### config.mk
export PLATFORM = sky130hd
export DESIGN_NAME = phase_min_consensus_node_unit
export DESIGN_NICKNAME = d
export VERILOG_FILES = /design/src/rtl/core/pmcn_pkg.sv /design/src/rtl/core/pmcn_cfg.sv /design/src/rtl/core/pmcn_core.sv /design/src/rtl/core/pmcn_fifo.sv /design/src/rtl/core/phase_min_consensus_node_unit.sv
export VERILOG_INCLUDE_DIRS = /design/src /design/src/rtl/core
export SDC_FILE = /design/constraint.sdc
export NUM_CORES = 1
export LEC_CHECK = 0
export ABC_AREA = 1
export BUFFER_PORTS_ARGS = -buffer_cell sky130_fd_sc_hd__buf_2
export CAP_MARGIN = 20
export CORE_AREA = 4 4 164 198
export DETAILED_ROUTE_END_ITERATION = 10
export DIE_AREA = 0 0 168 202
export PLACE_DENSITY = 0.88
export SYNTH_ARGS = -nofsm -noshare
export SYNTH_HDL_FRONTEND = slang
export SYNTH_SLANG_ARGS = --single-unit
### constraint.sdc
create_clock -name clk -period 6.15 [get_ports clk]
set_input_delay 0 -clock clk [delete_from_list [all_inputs] [get_ports clk]]
set_output_delay 0 -clock clk [all_outputs]
set_load 0.005 [all_outputs]
### src/rtl/core/phase_min_consensus_node_unit_macros.svh
// assertion macros for the phase minimum consensus node
`ifndef PHASE_MIN_CONSENSUS_NODE_UNIT_MACROS_SVH
`define PHASE_MIN_CONSENSUS_NODE_UNIT_MACROS_SVH

// antecedent implies consequent in the same cycle
`define PMCN_ASSERT_SAME(label, clk, rst_n, ante, cons) \
	label: assert property (@(posedge clk) disable iff (!(rst_n)) (ante) |-> (cons)) \
		else $error("pmcn assertion failed");

// antecedent implies consequent in the next cycle
`define PMCN_ASSERT_NEXT(label, clk, rst_n, ante, cons) \
	label: assert property (@(posedge clk) disable iff (!(rst_n)) (ante) |=> (cons)) \
		else $error("pmcn assertion failed");

`endif

### src/rtl/core/pmcn_pkg.sv
// types, constants and register codes shared by the consensus node modules
package pmcn_pkg;

	localparam int MAX_IN = 2;
	localparam int MAX_OUT = 2;
	localparam int NUM_ID = 2;

	localparam int VALUE_W = 32;
	localparam int SITE_W = 6;
	localparam int COUNT_W = 4;
	localparam int DIAM_W = 4;
	localparam int NUM_W = 2;
	localparam logic [COUNT_W-1:0] COUNT_MAX = 4'd15;

	localparam int CFG_INDEX_W = 4;
	localparam int CFG_DATA_W = 32;

	localparam int IN_DATA_W = 40;
	localparam int OUT_DATA_W = 40;

	localparam int PUSH_W = $clog2(MAX_OUT + 1);

	localparam int FIFO_DEPTH = 4;
	localparam int FIFO_PTR_W = $clog2(FIFO_DEPTH);
	localparam int FIFO_CNT_W = $clog2(FIFO_DEPTH + 1);

	typedef enum logic [CFG_INDEX_W-1:0] {
		REG_DIAMETER    = 4'd0,
		REG_NUM_IN      = 4'd1,
		REG_NUM_OUT     = 4'd2,
		REG_START_VALUE = 4'd3,
		REG_IN_ID_0     = 4'd4,
		REG_IN_ID_1     = 4'd5,
		REG_OUT_ID_0    = 4'd6,
		REG_OUT_ID_1    = 4'd7
	} reg_idx_t;

	typedef enum logic {
		OP_START = 1'b0,
		OP_RECV  = 1'b1
	} op_t;

	typedef enum logic {
		KIND_SEND   = 1'b0,
		KIND_DECIDE = 1'b1
	} kind_t;

	typedef struct packed {
		logic [DIAM_W-1:0]                 diameter;
		logic [NUM_W-1:0]                  num_in;
		logic [NUM_W-1:0]                  num_out;
		logic signed [VALUE_W-1:0]         start_value;
		logic [NUM_ID-1:0][SITE_W-1:0]     in_id;
		logic [NUM_ID-1:0][SITE_W-1:0]     out_id;
	} cfg_t;

	typedef struct packed {
		op_t                       operation;
		logic [SITE_W-1:0]         source_site;
		logic signed [VALUE_W-1:0] message_value;
	} item_t;

	typedef struct packed {
		kind_t                     kind;
		logic [SITE_W-1:0]         dest_site;
		logic signed [VALUE_W-1:0] value;
		logic                      last;
	} result_t;

	typedef struct packed {
		logic [PUSH_W-1:0]               n;
		result_t [MAX_OUT-1:0]           res;
	} push_t;

endpackage

### src/rtl/core/pmcn_cfg.sv
// configuration register file of the consensus node
module pmcn_cfg (
	input  logic                               clk,
	input  logic                               arst_n,
	input  logic                               cfg_we,
	input  logic [pmcn_pkg::CFG_INDEX_W-1:0]   cfg_index,
	input  logic [pmcn_pkg::CFG_DATA_W-1:0]    cfg_data,
	output pmcn_pkg::cfg_t                     cfg
);
	import pmcn_pkg::*;

	cfg_t cfg_q;

	always_ff @(posedge clk or negedge arst_n) begin
		if (!arst_n) begin
			cfg_q.diameter <= 4'd5;
			cfg_q.num_in <= 2'd1;
			cfg_q.num_out <= 2'd1;
			cfg_q.start_value <= '0;
			cfg_q.in_id <= '0;
			cfg_q.out_id <= '0;
		end else if (cfg_we) begin
			unique case (reg_idx_t'(cfg_index))
				REG_DIAMETER:    cfg_q.diameter <= cfg_data[DIAM_W-1:0];
				REG_NUM_IN:      cfg_q.num_in <= cfg_data[NUM_W-1:0];
				REG_NUM_OUT:     cfg_q.num_out <= cfg_data[NUM_W-1:0];
				REG_START_VALUE: cfg_q.start_value <= cfg_data[VALUE_W-1:0];
				REG_IN_ID_0:     cfg_q.in_id[0] <= cfg_data[SITE_W-1:0];
				REG_IN_ID_1:     cfg_q.in_id[1] <= cfg_data[SITE_W-1:0];
				REG_OUT_ID_0:    cfg_q.out_id[0] <= cfg_data[SITE_W-1:0];
				REG_OUT_ID_1:    cfg_q.out_id[1] <= cfg_data[SITE_W-1:0];
				default: begin
				end
			endcase
		end
	end

	assign cfg = cfg_q;

endmodule

### src/rtl/core/pmcn_core.sv
// input register, node state and the per-word update and result logic
module pmcn_core (
	input  logic              clk,
	input  logic              arst_n,
	input  pmcn_pkg::cfg_t    cfg,
	input  logic              in_valid,
	output logic              in_ready,
	input  pmcn_pkg::item_t   in_item,
	input  logic              room,
	output pmcn_pkg::push_t   push
);
	import pmcn_pkg::*;

	localparam logic [NUM_W-1:0] MAX_IN_N = NUM_W'(MAX_IN);
	localparam logic [NUM_W-1:0] MAX_OUT_N = NUM_W'(MAX_OUT);

	logic                      valid_s1;
	item_t                     item_s1;
	logic                      fire;

	logic signed [VALUE_W-1:0]            min_q, min_n;
	logic [MAX_IN-1:0][COUNT_W-1:0]       counts_q, counts_n;
	logic [COUNT_W-1:0]                   send_q, send_n;
	logic                                 decided_q, decided_n;

	logic [NUM_W-1:0] n_in;
	logic [NUM_W-1:0] n_out;
	logic             skip;
	logic             found;
	logic             all_done;
	logic             can_send;

	assign fire = valid_s1 && room;
	assign in_ready = !valid_s1 || room;
	assign n_in = (cfg.num_in > MAX_IN_N) ? MAX_IN_N : cfg.num_in;
	assign n_out = (cfg.num_out > MAX_OUT_N) ? MAX_OUT_N : cfg.num_out;

	always_ff @(posedge clk or negedge arst_n) begin
		if (!arst_n) begin
			valid_s1 <= 1'b0;
		end else if (in_ready) begin
			valid_s1 <= in_valid;
		end
	end

	always_ff @(posedge clk) begin
		if (in_ready && in_valid) begin
			item_s1 <= in_item;
		end
	end

	always_comb begin
		min_n = min_q;
		counts_n = counts_q;
		send_n = send_q;
		decided_n = decided_q;
		skip = 1'b0;
		found = 1'b0;
		all_done = 1'b1;
		can_send = 1'b1;
		push = '0;

		if (item_s1.operation == OP_START) begin
			counts_n = '0;
			send_n = '0;
			min_n = cfg.start_value;
			decided_n = 1'b0;
		end else if (decided_q) begin
			skip = 1'b1;
		end else begin
			for (int i = 0; i < MAX_IN; i++) begin
				if (!found && (NUM_W'(i) < n_in) &&
						(cfg.in_id[i] == item_s1.source_site)) begin
					found = 1'b1;
					if ($signed(item_s1.message_value) < $signed(min_q)) begin
						min_n = item_s1.message_value;
					end
					if (counts_q[i] != COUNT_MAX) begin
						counts_n[i] = counts_q[i] + 1'b1;
					end
				end
			end
		end

		for (int i = 0; i < MAX_IN; i++) begin
			if (NUM_W'(i) < n_in) begin
				if (counts_n[i] < cfg.diameter) begin
					all_done = 1'b0;
				end
				if (!((counts_n[i] >= send_n) && (send_n < cfg.diameter))) begin
					can_send = 1'b0;
				end
			end
		end

		if (!skip) begin
			if (all_done) begin
				decided_n = 1'b1;
				push.n = PUSH_W'(1);
				push.res[0].kind = KIND_DECIDE;
				push.res[0].dest_site = '0;
				push.res[0].value = min_n;
				push.res[0].last = 1'b1;
			end else if (can_send) begin
				push.n = PUSH_W'(n_out);
				for (int i = 0; i < MAX_OUT; i++) begin
					push.res[i].kind = KIND_SEND;
					push.res[i].dest_site = cfg.out_id[i];
					push.res[i].value = min_n;
					push.res[i].last = (NUM_W'(i + 1) == n_out);
				end
				if (send_n != COUNT_MAX) begin
					send_n = send_n + 1'b1;
				end
			end
		end

		if (!fire) begin
			push.n = '0;
		end
	end

	always_ff @(posedge clk or negedge arst_n) begin
		if (!arst_n) begin
			min_q <= '0;
			counts_q <= '0;
			send_q <= '0;
			decided_q <= 1'b0;
		end else if (fire) begin
			min_q <= min_n;
			counts_q <= counts_n;
			send_q <= send_n;
			decided_q <= decided_n;
		end
	end

endmodule

### src/rtl/core/pmcn_fifo.sv
// result queue, takes up to two words a cycle and hands out one while out_ready is high
module pmcn_fifo (
	input  logic               clk,
	input  logic               arst_n,
	input  pmcn_pkg::push_t    push,
	output logic               room,
	output logic               out_valid,
	input  logic               out_ready,
	output pmcn_pkg::result_t  out_res
);
	import pmcn_pkg::*;

	localparam logic [FIFO_CNT_W-1:0] ROOM_LIMIT = FIFO_CNT_W'(FIFO_DEPTH - MAX_OUT);

	result_t                mem_q [FIFO_DEPTH];
	logic [FIFO_PTR_W-1:0]  wr_ptr_q;
	logic [FIFO_PTR_W-1:0]  rd_ptr_q;
	logic [FIFO_CNT_W-1:0]  count_q;
	logic                   pop;

	assign out_valid = (count_q != '0);
	assign pop = out_valid && out_ready;
	assign room = (count_q <= ROOM_LIMIT);
	assign out_res = mem_q[rd_ptr_q];

	always_ff @(posedge clk) begin
		for (int k = 0; k < MAX_OUT; k++) begin
			if (PUSH_W'(k) < push.n) begin
				mem_q[wr_ptr_q + FIFO_PTR_W'(k)] <= push.res[k];
			end
		end
	end

	always_ff @(posedge clk or negedge arst_n) begin
		if (!arst_n) begin
			wr_ptr_q <= '0;
			rd_ptr_q <= '0;
			count_q <= '0;
		end else begin
			wr_ptr_q <= wr_ptr_q + FIFO_PTR_W'(push.n);
			rd_ptr_q <= rd_ptr_q + FIFO_PTR_W'(pop);
			count_q <= count_q + FIFO_CNT_W'(push.n) - FIFO_CNT_W'(pop);
		end
	end

endmodule

### src/rtl/core/phase_min_consensus_node_unit.sv
// an accepted word waits in the input register until the result queue has room
// throughput: one input word per cycle while the result queue has room for two words
// the output port moves one result word per cycle while m_tready is high; an input word
// causes one or two result words, or none
// reset: arst_n clears the node state, the queue and the registers to their defaults
module phase_min_consensus_node_unit (
	input  logic                                clk,
	input  logic                                arst_n,
	input  logic                                s_tvalid,
	output logic                                s_tready,
	// source_site [5:0], message_value [37:6], zero [39:38]
	input  logic [pmcn_pkg::IN_DATA_W-1:0]      s_tdata,
	// operation [0]
	input  logic                                s_tuser,
	output logic                                m_tvalid,
	input  logic                                m_tready,
	// dest_site [5:0], value [37:6], zero [39:38]
	output logic [pmcn_pkg::OUT_DATA_W-1:0]     m_tdata,
	// kind [0]
	output logic                                m_tuser,
	output logic                                m_tlast,
	input  logic                                cfg_we,
	input  logic [pmcn_pkg::CFG_INDEX_W-1:0]    cfg_index,
	input  logic [pmcn_pkg::CFG_DATA_W-1:0]     cfg_data
);
	import pmcn_pkg::*;
	`include "phase_min_consensus_node_unit_macros.svh"

	cfg_t     cfg;
	item_t    in_item;
	push_t    push;
	logic     room;
	result_t  out_res;

	assign in_item.operation = op_t'(s_tuser);
	assign in_item.source_site = s_tdata[SITE_W-1:0];
	assign in_item.message_value = s_tdata[SITE_W+VALUE_W-1:SITE_W];

	pmcn_cfg u_cfg (
		.clk       (clk),
		.arst_n    (arst_n),
		.cfg_we    (cfg_we),
		.cfg_index (cfg_index),
		.cfg_data  (cfg_data),
		.cfg       (cfg)
	);

	pmcn_core u_core (
		.clk      (clk),
		.arst_n   (arst_n),
		.cfg      (cfg),
		.in_valid (s_tvalid),
		.in_ready (s_tready),
		.in_item  (in_item),
		.room     (room),
		.push     (push)
	);

	pmcn_fifo u_fifo (
		.clk       (clk),
		.arst_n    (arst_n),
		.push      (push),
		.room      (room),
		.out_valid (m_tvalid),
		.out_ready (m_tready),
		.out_res   (out_res)
	);

	assign m_tdata = {{(OUT_DATA_W - SITE_W - VALUE_W){1'b0}}, out_res.value, out_res.dest_site};
	assign m_tuser = out_res.kind;
	assign m_tlast = out_res.last;

	`PMCN_ASSERT_SAME(a_push_has_room, clk, arst_n, push.n != '0, room)
	`PMCN_ASSERT_SAME(a_push_bounded, clk, arst_n, 1'b1, push.n <= PUSH_W'(MAX_OUT))
	`PMCN_ASSERT_SAME(a_decide_single, clk, arst_n, m_tvalid && (m_tuser == KIND_DECIDE), m_tlast && (m_tdata[SITE_W-1:0] == '0))

endmodule
# --- After elaboration in Yosys (flattened, before gate mapping) ---
# Memory sizes are Yosys's and may differ from the RTL's.
# Cells that the tools add are included.
totals:
  ff_bits: 156
  mem_bits_rw: 160
  output_inout_bits: 44
  elab_cells: 122
  n_memories: 1
memory_table:
  columns: ["name", "words", "word_bits", "rd", "rd_ports_with_merged_regs", "wr", "line", "text"]
  rows:
  - ["u_fifo.mem_q", 4, 40, 1, 0, 2, "pmcn_fifo.sv:15", "result_t mem_q [FIFO_DEPTH];"]
classes:
  n_addsub: 8
  magnitude_cmp: 13
  n_eq_ne: 14
  mux: 45
  n_reduce_logical: 21
ops:
  columns: ["op", "n"]
  rows:
  - ["$mux 32", 6]
  - ["$mux 82", 2]
  - ["$mux 40", 2]
  - ["$mux 4", 9]
  - ["$lt 32x32->1", 1]
  - ["$mux 1", 20]
  - ["$eq 4x3->1 const B", 4]
  - ["$mux 8", 2]
  - ["$reduce_and 2->1", 8]
  - ["$add 4x1->4 const B", 3]
  - ["$eq 6x6->1", 2]
  - ["$lt 4x4->1", 3]
  - ["$ne 4x4->1 const B", 3]
  - ["$eq 4x2->1 const B", 2]
  - ["$ge 4x4->1", 2]
  - ["$logic_and 1x1->1", 8]
  - ["$lt 1x2->1 const A", 4]
  - ["$mux 2", 4]
  - ["$eq 4x1->1 const B", 1]
  - ["$gt 2x2->1 const B", 2]
  - ["$logic_not 4->1", 1]
  - ["$add 3x2->3", 1]
  - ["$le 3x2->1 const B", 1]
  - ["$reduce_bool 3->1", 1]
  - ["8 further kinds", 9]

# --- Longest topological paths before layout ---
# Gate-level depths: netlist of the first run.
depth:
  word_depth: 26
  ltp_mapped: 26
  ltp_nobuf: 26

# --- By module ---
# From an unflattened synthesis of the first run, not the netlist that was laid out.
unflattened:
  cells_unflattened: 2153
  area_unflattened_um2: 17747.0
modules_own_cells:
  columns: ["mod", "n_inst", "cells_each", "area_each_um2", "seq_area_each_um2"]
  rows:
  - ["pmcn_fifo", 1, 874, 8187.9, 4979.8]
  - ["pmcn_core", 1, 969, 6939.2, 2322.2]
  - ["pmcn_cfg", 1, 307, 2601.2, 1606.5]
  - ["phase_min_consensus_node_unit", 1, 3, 18.8, 0.0]

# --- Worst setup path after synthesis of the first run ---
# Ideal clock, no wire load.
synth_path:
  path_type: "register -> register"
  from: "register u_cfg.cfg_q (netlist bit u_cfg.cfg[58])"
  to: "memory u_fifo.mem_q[2][0] (netlist bit), enable pin"
  t_arrival_ns: 4.112
  required_ns: 5.753
  path_slack_ns: 1.641
  path_stages_with_launch: 24
  n_path_buf: 1
  path_cell_list: "dfstp_2 inv_2 nand2_2 nand3_1 nor2_2 nand3_2 inv_2 buf_1 nand3_1 inv_1 nand3_1 nand3_1 inv_1 ha_1 inv_1 o21bai_1 a21oi_1 o21ai_1 o21ai_1 nor4_4 nand2_1 nand2_1 nand2_1 nand2_1"
synth_lines:
  columns: ["element", "line", "text"]
  rows:
  - ["from (decl)", "pmcn_cfg.sv:12", "cfg_t cfg_q;"]
  - ["to (decl)", "pmcn_fifo.sv:15", null]

==> results of run 1 <==
-- flip-flops by register name (all words and copies together) (netlist names) --
signal	flops
u_cfg.cfg	64
u_core.counts_q	8
u_core.decided_q	1
u_core.item_s1	39
u_core.min_q	32
u_core.send_q	4
u_core.valid_s1	1
u_fifo.count_q	3
u_fifo.mem_q	160
u_fifo.rd_ptr_q	2
u_fifo.wr_ptr_q	2
-- cell usage in the layout (no fill, tap or decap), types with 7 or more instances in the layout --
| master | instances |
|---|---|
| buf_2 | 120 |
| dfrtp_1 | 112 |
| nand3_2 | 8 |
| nand3_1 | 62 |
| buf_4 | 17 |
| a21oi_1 | 69 |
| o21ai_0 | 194 |
| o211ai_1 | 29 |
| dlygate4sd3_1 | 84 |
| o21ai_1 | 7 |
| ha_1 | 56 |
| inv_1 | 148 |
| o22ai_1 | 40 |
| nor2_4 | 11 |
| inv_2 | 12 |
| mux2_2 | 26 |
| or2_2 | 32 |
| nand2_2 | 15 |
| clkbuf_16 | 31 |
| nand2_1 | 701 |
| xor2_1 | 8 |
| nor2_8 | 21 |
| nor2_1 | 145 |
| edfxtp_1 | 195 |
-- critical path, delay by kind of cell, from the launching register on --
kind / cells / cell delay, ns
buf+inv: 3 / 1.01
simple gates: 13 / 1.49
fa+ha+maj: 1 / 0.35
compound gates: 6 / 1.53
flops: 1 / 0.44
-- stage by stage --
step                hold WS (ns)  area [um2]  power (W)  std cells  util (%)
floorplan                 -0.296       17800    0.00553       2061         -
global placement           0.152       18500    0.00635       2490      60.8
detailed placement         0.154       18500    0.00651       2490      60.8
CTS                       0.0979       20300    0.00837       2630      66.7
global route               0.128       20300    0.00897       2632      66.8
finish                    0.0774       20300    0.00846       2633      66.8
-- area by class of cell --
type | instances | share of cell area [%]
Tap cell | 396 | 2.44
Clock inverter | 17 | 0.628
Clock buffer | 39 | 4.07
Inverter | 165 | 3.07
Timing Repair Buffer | 224 | 8.02
Multi-Input combinational cell | 1475 | 38.1
Antenna cell | 1 | 0.0123
Sequential cell | 316 | 43.7
-- logic make-up (layout without fill, tap and decap cells) --
| family | count (synthesis) | count (layout) | synth area share, % |
|---|---|---|---|
| muxes | 26 | 26 | 1.65 |
| other | 1 | 3 | 0.0211 |
| adders and majority gates | 57 | 57 | 4.06 |
| AOI/OAI and AO/OA | 355 | 355 | 11.0 |
| and+or+nand+nor | 1024 | 1024 | 26.2 |
| DFF | 316 | 316 | 49.9 |
| buffers and inverters | 270 | 445 | 6.59 |
| xor gates and xnor gates | 11 | 11 | 0.542 |
-- power by group --
part           internal, W  switching, W
Combinational      0.00113       0.00253
Clock             0.000993      0.000818
Sequential         0.00273      0.000256
Total              0.00486       0.00360
-- worst min path at each step --
| stage | start | depth (start not counted) | end |
|---|---|---|---|
| floorplan | arst_n | 0 | u_cfg.cfg[0] |
| global placement | arst_n | 1 | u_cfg.cfg[32] |
| global route | s_tdata[27] | 2 | u_core.item_s1[21] |
| CTS | arst_n | 2 | u_cfg.cfg[34] |
| finish | arst_n | 2 | u_core.min_q[10] |
| detailed placement | arst_n | 1 | u_cfg.cfg[32] |
-- metal layers --
metal	wire, um	share of wire [%]	vias up	track usage, %
met4	2570	5.4	0	15.6
met2	23800	50	975	46.9
met3	4250	8.9	204	3.81
met1	17300	36	7139	33.7
li1	-	-	7094	-
met5	0	0	-	0
-- what timing repair did --
action / 4_1_cts / 5_1_grt
gates resized for setup: 0 / 0
hold endpoints to repair: 167 / 0
hold buffers: 84 / 0
==> load_flow_metrics.sql, run 1 <==
INSERT INTO impl_metrics (metric_group, metric, value, unit) VALUES
('outcome', 'outcome', 'finished, final reports clean', ''),
('power_and_ir_drop', 'power.ir.vdd_worst', '368', 'uV'),
('critical_path', 'crit_path_frequent_cell', 'nand2_1', ''),
('clock_network', 'worst_setup_hold_path_clk_slew', '0.07', 'ns'),
('timing', 'timing.final.crit_period', '5.14', 'ns'),
('drt', 'initialDrtViolationCount', '1489', ''),
('place', 'port_buffers', '121', ''),
('drt', 'drt_first_pass_iters', '6', ''),
('yosys', 'synth.most_common_cell', 'nand2_1', ''),
('floorplan', 'floorplan.initialDensity', '58.4', '%'),
('clock_network', 'cts-htree-levels', '1', ''),
('global_route', 'grt_pass1_wl', '76600', 'um'),
('critical_path', 'critical_path.endpoint', 'u_fifo.mem_q[3][4]', ''),
('timing', 'finalClockSkew', '0.0196', 'ns'),
('clock_network', 'ctsRootBufferMaster', 'clkbuf_16', ''),
('timing', 'max_slew.worst_pin.slew', '0.851', 'ns'),
('global_route', 'grt_use_total', '27.6', '%'),
('yosys', 'synthArstFlopShare', '37.0', '%'),
('critical_path', 'critical_path_arrival', '5.46', 'ns'),
('critical_path', 'crit_start', 'u_core.item_s1[37]', ''),
('critical_path', 'required', '6.47', 'ns'),
('worst_hold_path', 'hold_path.class', 'in2async', ''),
('floorplan', 'std_cell_rows', '70', ''),
('timing', 'report.final.setup_viol', '0', ''),
('floorplan', 'dieHeight', '202', 'um'),
('yosys', 'synth.lib_cells_used.distinct', '53', ''),
('clock_network', 'tritoncts_clock_tree', 'yes', ''),
('place', 'place_congestion', '0.917', ''),
('floorplan', 'boundary_pins', '126', ''),
('clock_network', 'post-cts-setup-buffers', '0', ''),
('drt', 'routed_wirelength', '48000', 'um'),
('yosys', 'synth.cell_area', '0.0178', 'mm2'),
('critical_path', 'critical-path-max-stage-delay', '0.46', 'ns'),
('timing', 'layout_setup_ws', '1.01', 'ns'),
('timing', 'relSlewSlack', '43.3', '%'),
('critical_path', 'timing.reg2reg.setup_slack', '1.01', 'ns'),
('critical_path', 'worst_setup_path_end_kind', 'flip-flop', ''),
('critical_path', 'rr_endpoint', 'u_fifo.mem_q[3][4]', ''),
('run', 'drv_cap', '0', ''),
('yosys', 'fraction_of_the_yosys_area_taken_by_sequential_cells', '49.9', '%'),
('critical_path', 'worst_r2r_startpoint', 'u_core.item_s1[37]', ''),
('yosys', 'synthesis.instances', '2060', ''),
('layout', 'areaGrowthSynthToFinish', '14.4', '%'),
('floorplan', 'floorplan_core_area', '0.0304', 'mm2'),
('floorplan', 'die_footprint', '0.0339', 'mm2'),
('drt', 'viasPerCell', '5.85', ''),
('clock_network', 'cts_buffer_depth', '3', ''),
('layout', 'layout.area.seq', '0.00887', 'mm2'),
('critical_path', 'worst-path-max-fanout', '20', ''),
('drt', 'route.antenna.remaining_nets', '0', ''),
('place', 'dp_hpwl', '28900', 'um'),
('yosys', 'postSynth.topFlopCell', 'edfxtp_1', ''),
('critical_path', 'reg2regPathDepth', '23', ''),
('yosys', 'synth_edf_count', '195', ''),
('layout', 'drive_above_1_share', '15.1', '%'),
('clock_network', 'clock_latency_on_the_worst_skew_pair', '0.57', 'ns'),
('yosys', 'synth-seq-cells', '316', ''),
('layout', 'multi_input_area', '0.00774', 'mm2'),
('timing', 'finalHoldViolCount', '0', ''),
('layout', 'fin_nets', '2351', ''),
('place', 'placement.setup.worst_slack', '1.23', 'ns'),
('drt', 'detail_route.drc_violations', '0', ''),
('timing', 'fmax', '194', 'MHz'),
('global_route', 'largest_net_degree_at_the_start_of_global_routing', '82', ''),
('power_and_ir_drop', 'power_per_cell_area', '417', 'mW/mm2'),
('drt', 'via_count', '15400', ''),
('yosys', 'synth.top_cell.area_share', '33.0', '%'),
('timing', 'rsz_0062_raised_after_global_routing', 'false', ''),
('critical_path', 'worstPathCellList', 'nand2_1 > nand2_1 > nor2_1 > nand2_1 > nor2_2 > nand2_2 > nor4_1 > a211oi_1 > a211oi_1 > ha_1 > a21oi_1 > o21ai_0 > a41oi_1 > nor2_1 > o21ai_1 > inv_2 > nand2_2 > nor2_8 > inv_4 > buf_12 > nor2_4 > nand2_1 > nand2_1', ''),
('yosys', 'synth_area_per_cell', '8.62', 'um2'),
('drt', 'post_drt_wl_per_cell', '18.2', 'um');
Note: power is estimated with default switching activity, not from simulation.
==> run 2: changes to the inputs <==
Settings changed: CORE_AREA 4 4 164 198 to 4 4 170 204, DIE_AREA 0 0 168 202 to 0 0 174 208, PLACE_DENSITY 0.88 to 0.87.
Clock period 6.15 ns to 4.3 ns, I/O delays scaled along.
==> load_flow_metrics.sql, run 2 (synthesis gave the netlist of run 1 again) <==
INSERT INTO impl_metrics (metric_group, metric, value, unit) VALUES
('critical_path', 'required', '4.76', 'ns'),
('place', 'port_buffers', '121', ''),
('drt', 'viasPerCell', '5.91', ''),
('floorplan', 'boundary_pins', '126', ''),
('layout', 'finalNonFillerCells', '2676', ''),
('timing', 'relSlewSlack', '29.1', '%'),
('clock_network', 'ctsRootBufferMaster', 'clkbuf_16', ''),
('timing', 'timing.final.crit_period', '4.36', 'ns'),
('clock_network', 'worst_setup_hold_path_clk_slew', '0.07', 'ns'),
('global_route', 'grt_pass1_wl', '78400', 'um'),
('layout', 'fin_nets', '2379', ''),
('critical_path', 'worst-path-max-fanout', '5', ''),
('timing', 'finalHoldViolCount', '0', ''),
('critical_path', 'critical-path-max-stage-delay', '0.43', 'ns'),
('timing', 'report.final.setup_viol', '2', ''),
('critical_path', 'worst_path_max_delay_cell', 'edfxtp_1', ''),
('drt', 'post_drt_wl_per_cell', '18.7', 'um'),
('floorplan', 'die_footprint', '0.0362', 'mm2'),
('place', 'dp_cells', '2518', ''),
('clock_network', 'tritoncts_clock_tree', 'yes', ''),
('place', 'dp_hpwl', '29900', 'um'),
('outcome', 'outcome', 'finished with violations', ''),
('layout', 'drive_above_1_share', '16.7', '%'),
('floorplan', 'die_width', '174', 'um'),
('global_route', 'grt_met2_usage', '45.5', '%'),
('global_route', 'grt_use_total', '26.5', '%'),
('layout', 'post-route-util', '63.4', '%'),
('critical_path', 'worstPathBufferInverterCount', '3', ''),
('timing', 'max_slew.worst_pin.slew', '1.06', 'ns'),
('drt', 'detail_route.drc_violations', '0', ''),
('critical_path', 'worst_setup_path_start_kind', 'flip-flop', ''),
('critical_path', 'worst_setup_path_end_kind', 'flip-flop', ''),
('timing', 'fmax', '230', 'MHz'),
('timing', 'layout_worst_path_cycle_share', '101', '%'),
('drt', 'drt_first_pass_iters', '8', ''),
('power_and_ir_drop', 'leakagePower', '9.57', 'nW'),
('timing', 'final-max-slew-violation-count', '0', ''),
('layout', 'largest_register_ffs', '160', ''),
('global_route', 'first_global_vias', '15400', ''),
('floorplan', 'floorplan_core_area', '0.0329', 'mm2'),
('global_route', 'largest_net_degree_at_the_start_of_global_routing', '81', ''),
('power_and_ir_drop', 'power.ir.vdd_worst', '333', 'uV'),
('run', 'drv_cap', '0', ''),
('timing', 'finalClockSkew', '0.0206', 'ns'),
('floorplan', 'dieHeight', '208', 'um'),
('global_route', 'grt_max_usage_layer', 'met2', ''),
('clock_network', 'cts-htree-levels', '1', ''),
('clock_network', 'clock_latency_on_the_worst_skew_pair', '0.58', 'ns'),
('drt', 'initialDrtViolationCount', '1969', ''),
('worst_hold_path', 'hold_path.class', 'in2reg', ''),
('global_route', 'grt_antenna_before_repair', '0', ''),
('clock_network', 'clock_sinks', '316', ''),
('floorplan', 'floorplan.initialDensity', '54.0', '%'),
('power_and_ir_drop', 'power_per_cell_area', '606', 'mW/mm2'),
('layout', 'fillCellCount', '2385', ''),
('drt', 'via_count', '15800', ''),
('clock_network', 'cts_buffer_depth', '3', ''),
('critical_path', 'setup.worst_path.class', 'reg2reg', ''),
('place', 'place_congestion', '0.897', ''),
('layout', 'layout.cells.most_common', 'nand2_1', ''),
('layout', 'n_antenna_cell', '0', ''),
('timing', 'layout_setup_ws', '-0.0564', 'ns'),
('critical_path', 'critical_path_arrival', '4.81', 'ns'),
('global_route', 'grt_use_met1', '31.9', '%'),
('critical_path', 'worstPathCellList', 'inv_1 > nand2_1 > nand2_1 > nand3_1 > nor2_4 > nand2_4 > nor4_4 > o22ai_1 > a211oi_2 > a211oi_2 > ha_1 > a21oi_1 > o21ai_0 > a41oi_1 > nor2_1 > o21ai_2 > inv_2 > nand3_1 > nand2_2 > nand2_2 > inv_1 > ha_1 > fa_2 > xnor2_1', ''),
('drt', 'route.antenna.remaining_nets', '0', ''),
('floorplan', 'std_cell_rows', '73', ''),
('global_route', 'grt_util_met3', '3.43', '%'),
('layout', 'finalInstanceArea', '0.0208', 'mm2'),
('clock_network', 'cts_made_buffers', '31', ''),
('layout', 'largest_register', 'u_fifo.mem_q', ''),
('layout', 'areaGrowthSynthToFinish', '17.3', '%'),
('outcome', 'violations', 'setup timing', ''),
('critical_path', 'cp_top_family', 'compound AO/OA/AOI/OAI gates', ''),
('drt', 'routed_wirelength', '50100', 'um'),
('power_and_ir_drop', 'total_power', '0.0126', 'W'),
('layout', 'layout_common_cells', '696 x nand2_1, 195 x edfxtp_1, 194 x o21ai_0', ''),
('global_route', 'globalRouteOverflowTotal', '0', ''),
('place', 'postPlaceCellArea', '0.0187', 'mm2');
run 2: final cells by class:
cell class / count / area [um2] / share of cell area [%]
multi-input cells: 1475 / 7840 / 37.6
clock buffers: 39 / 836 / 4.01
repair buffers: 251 / 1970 / 9.47
clock inverters: 18 / 168 / 0.805
inverters: 165 / 637 / 3.06
well taps: 412 / 515 / 2.47
flip-flops and latches: 316 / 8870 / 42.6
run 2: timing repair:
action                                  4_1_cts  5_1_grt
pin swaps                                     0        1
endpoints found under the setup margin      149      311
gates resized for setup                       1       27
gates cloned                                  0        0
endpoints found under the hold margin       160        0
buffers inserted                              0       16
hold buffers                                 84        0
run 2: power by group:
part / leakage (nW) / internal [W] / total, W / switching, W
clock: 0.482 / 0.00151 / 0.00272 / 0.00122
sequential: 3.33 / 0.00390 / 0.00428 / 0.000376
combinational: 5.76 / 0.00189 / 0.00563 / 0.00375
run 2: stage by stage:
| stage | TNS (ns) | setup WS, ns | hold WS [ns] |
|---|---|---|---|
| after floorplan | 0 | 0.151 | -0.296 |
| after global placement | 0 | 0.117 | -0.0171 |
| after detailed placement | -5.88 | -0.104 | -0.0134 |
| after CTS | 0 | 0.0139 | 0.0166 |
| after global routing | -47.24 | -0.258 | 0.0316 |
| final | -0.104 | -0.0564 | 0.0542 |
run 2: worst min-delay path, cell delays in order:
cell and delay (ns):
buf_2 0.09, a21boi_0 0.19, ha_1 0.31
run 2: path summary, 6_finish.rpt:
| kind | start | endpoint | slack, ns | cells past startpoint |
|---|---|---|---|---|
| setup reg to reg | u_core.item_s1[33] | u_fifo.count_q[2] | -0.06 | 24 |
| hold / removal | m_tready | u_fifo.rd_ptr_q[0] | 0.05 | 3 |
| setup / recovery | u_core.item_s1[33] | u_fifo.count_q[2] | -0.06 | 24 |
| min in group asynchronous | arst_n | u_fifo.rd_ptr_q[1] | 0.51 | 4 |
| hold reg to reg | u_cfg.cfg[24] | u_cfg.cfg[24] | 0.48 | 2 |
| max in group asynchronous | arst_n | u_cfg.cfg[46] | 3.01 | 4 |
run 2: layer usage:
layer	wire [um]	vias up
met2	24400	1062
li1	-	7152
met1	17900	7324
met4	3260	0
met3	4620	268
met5	0	-
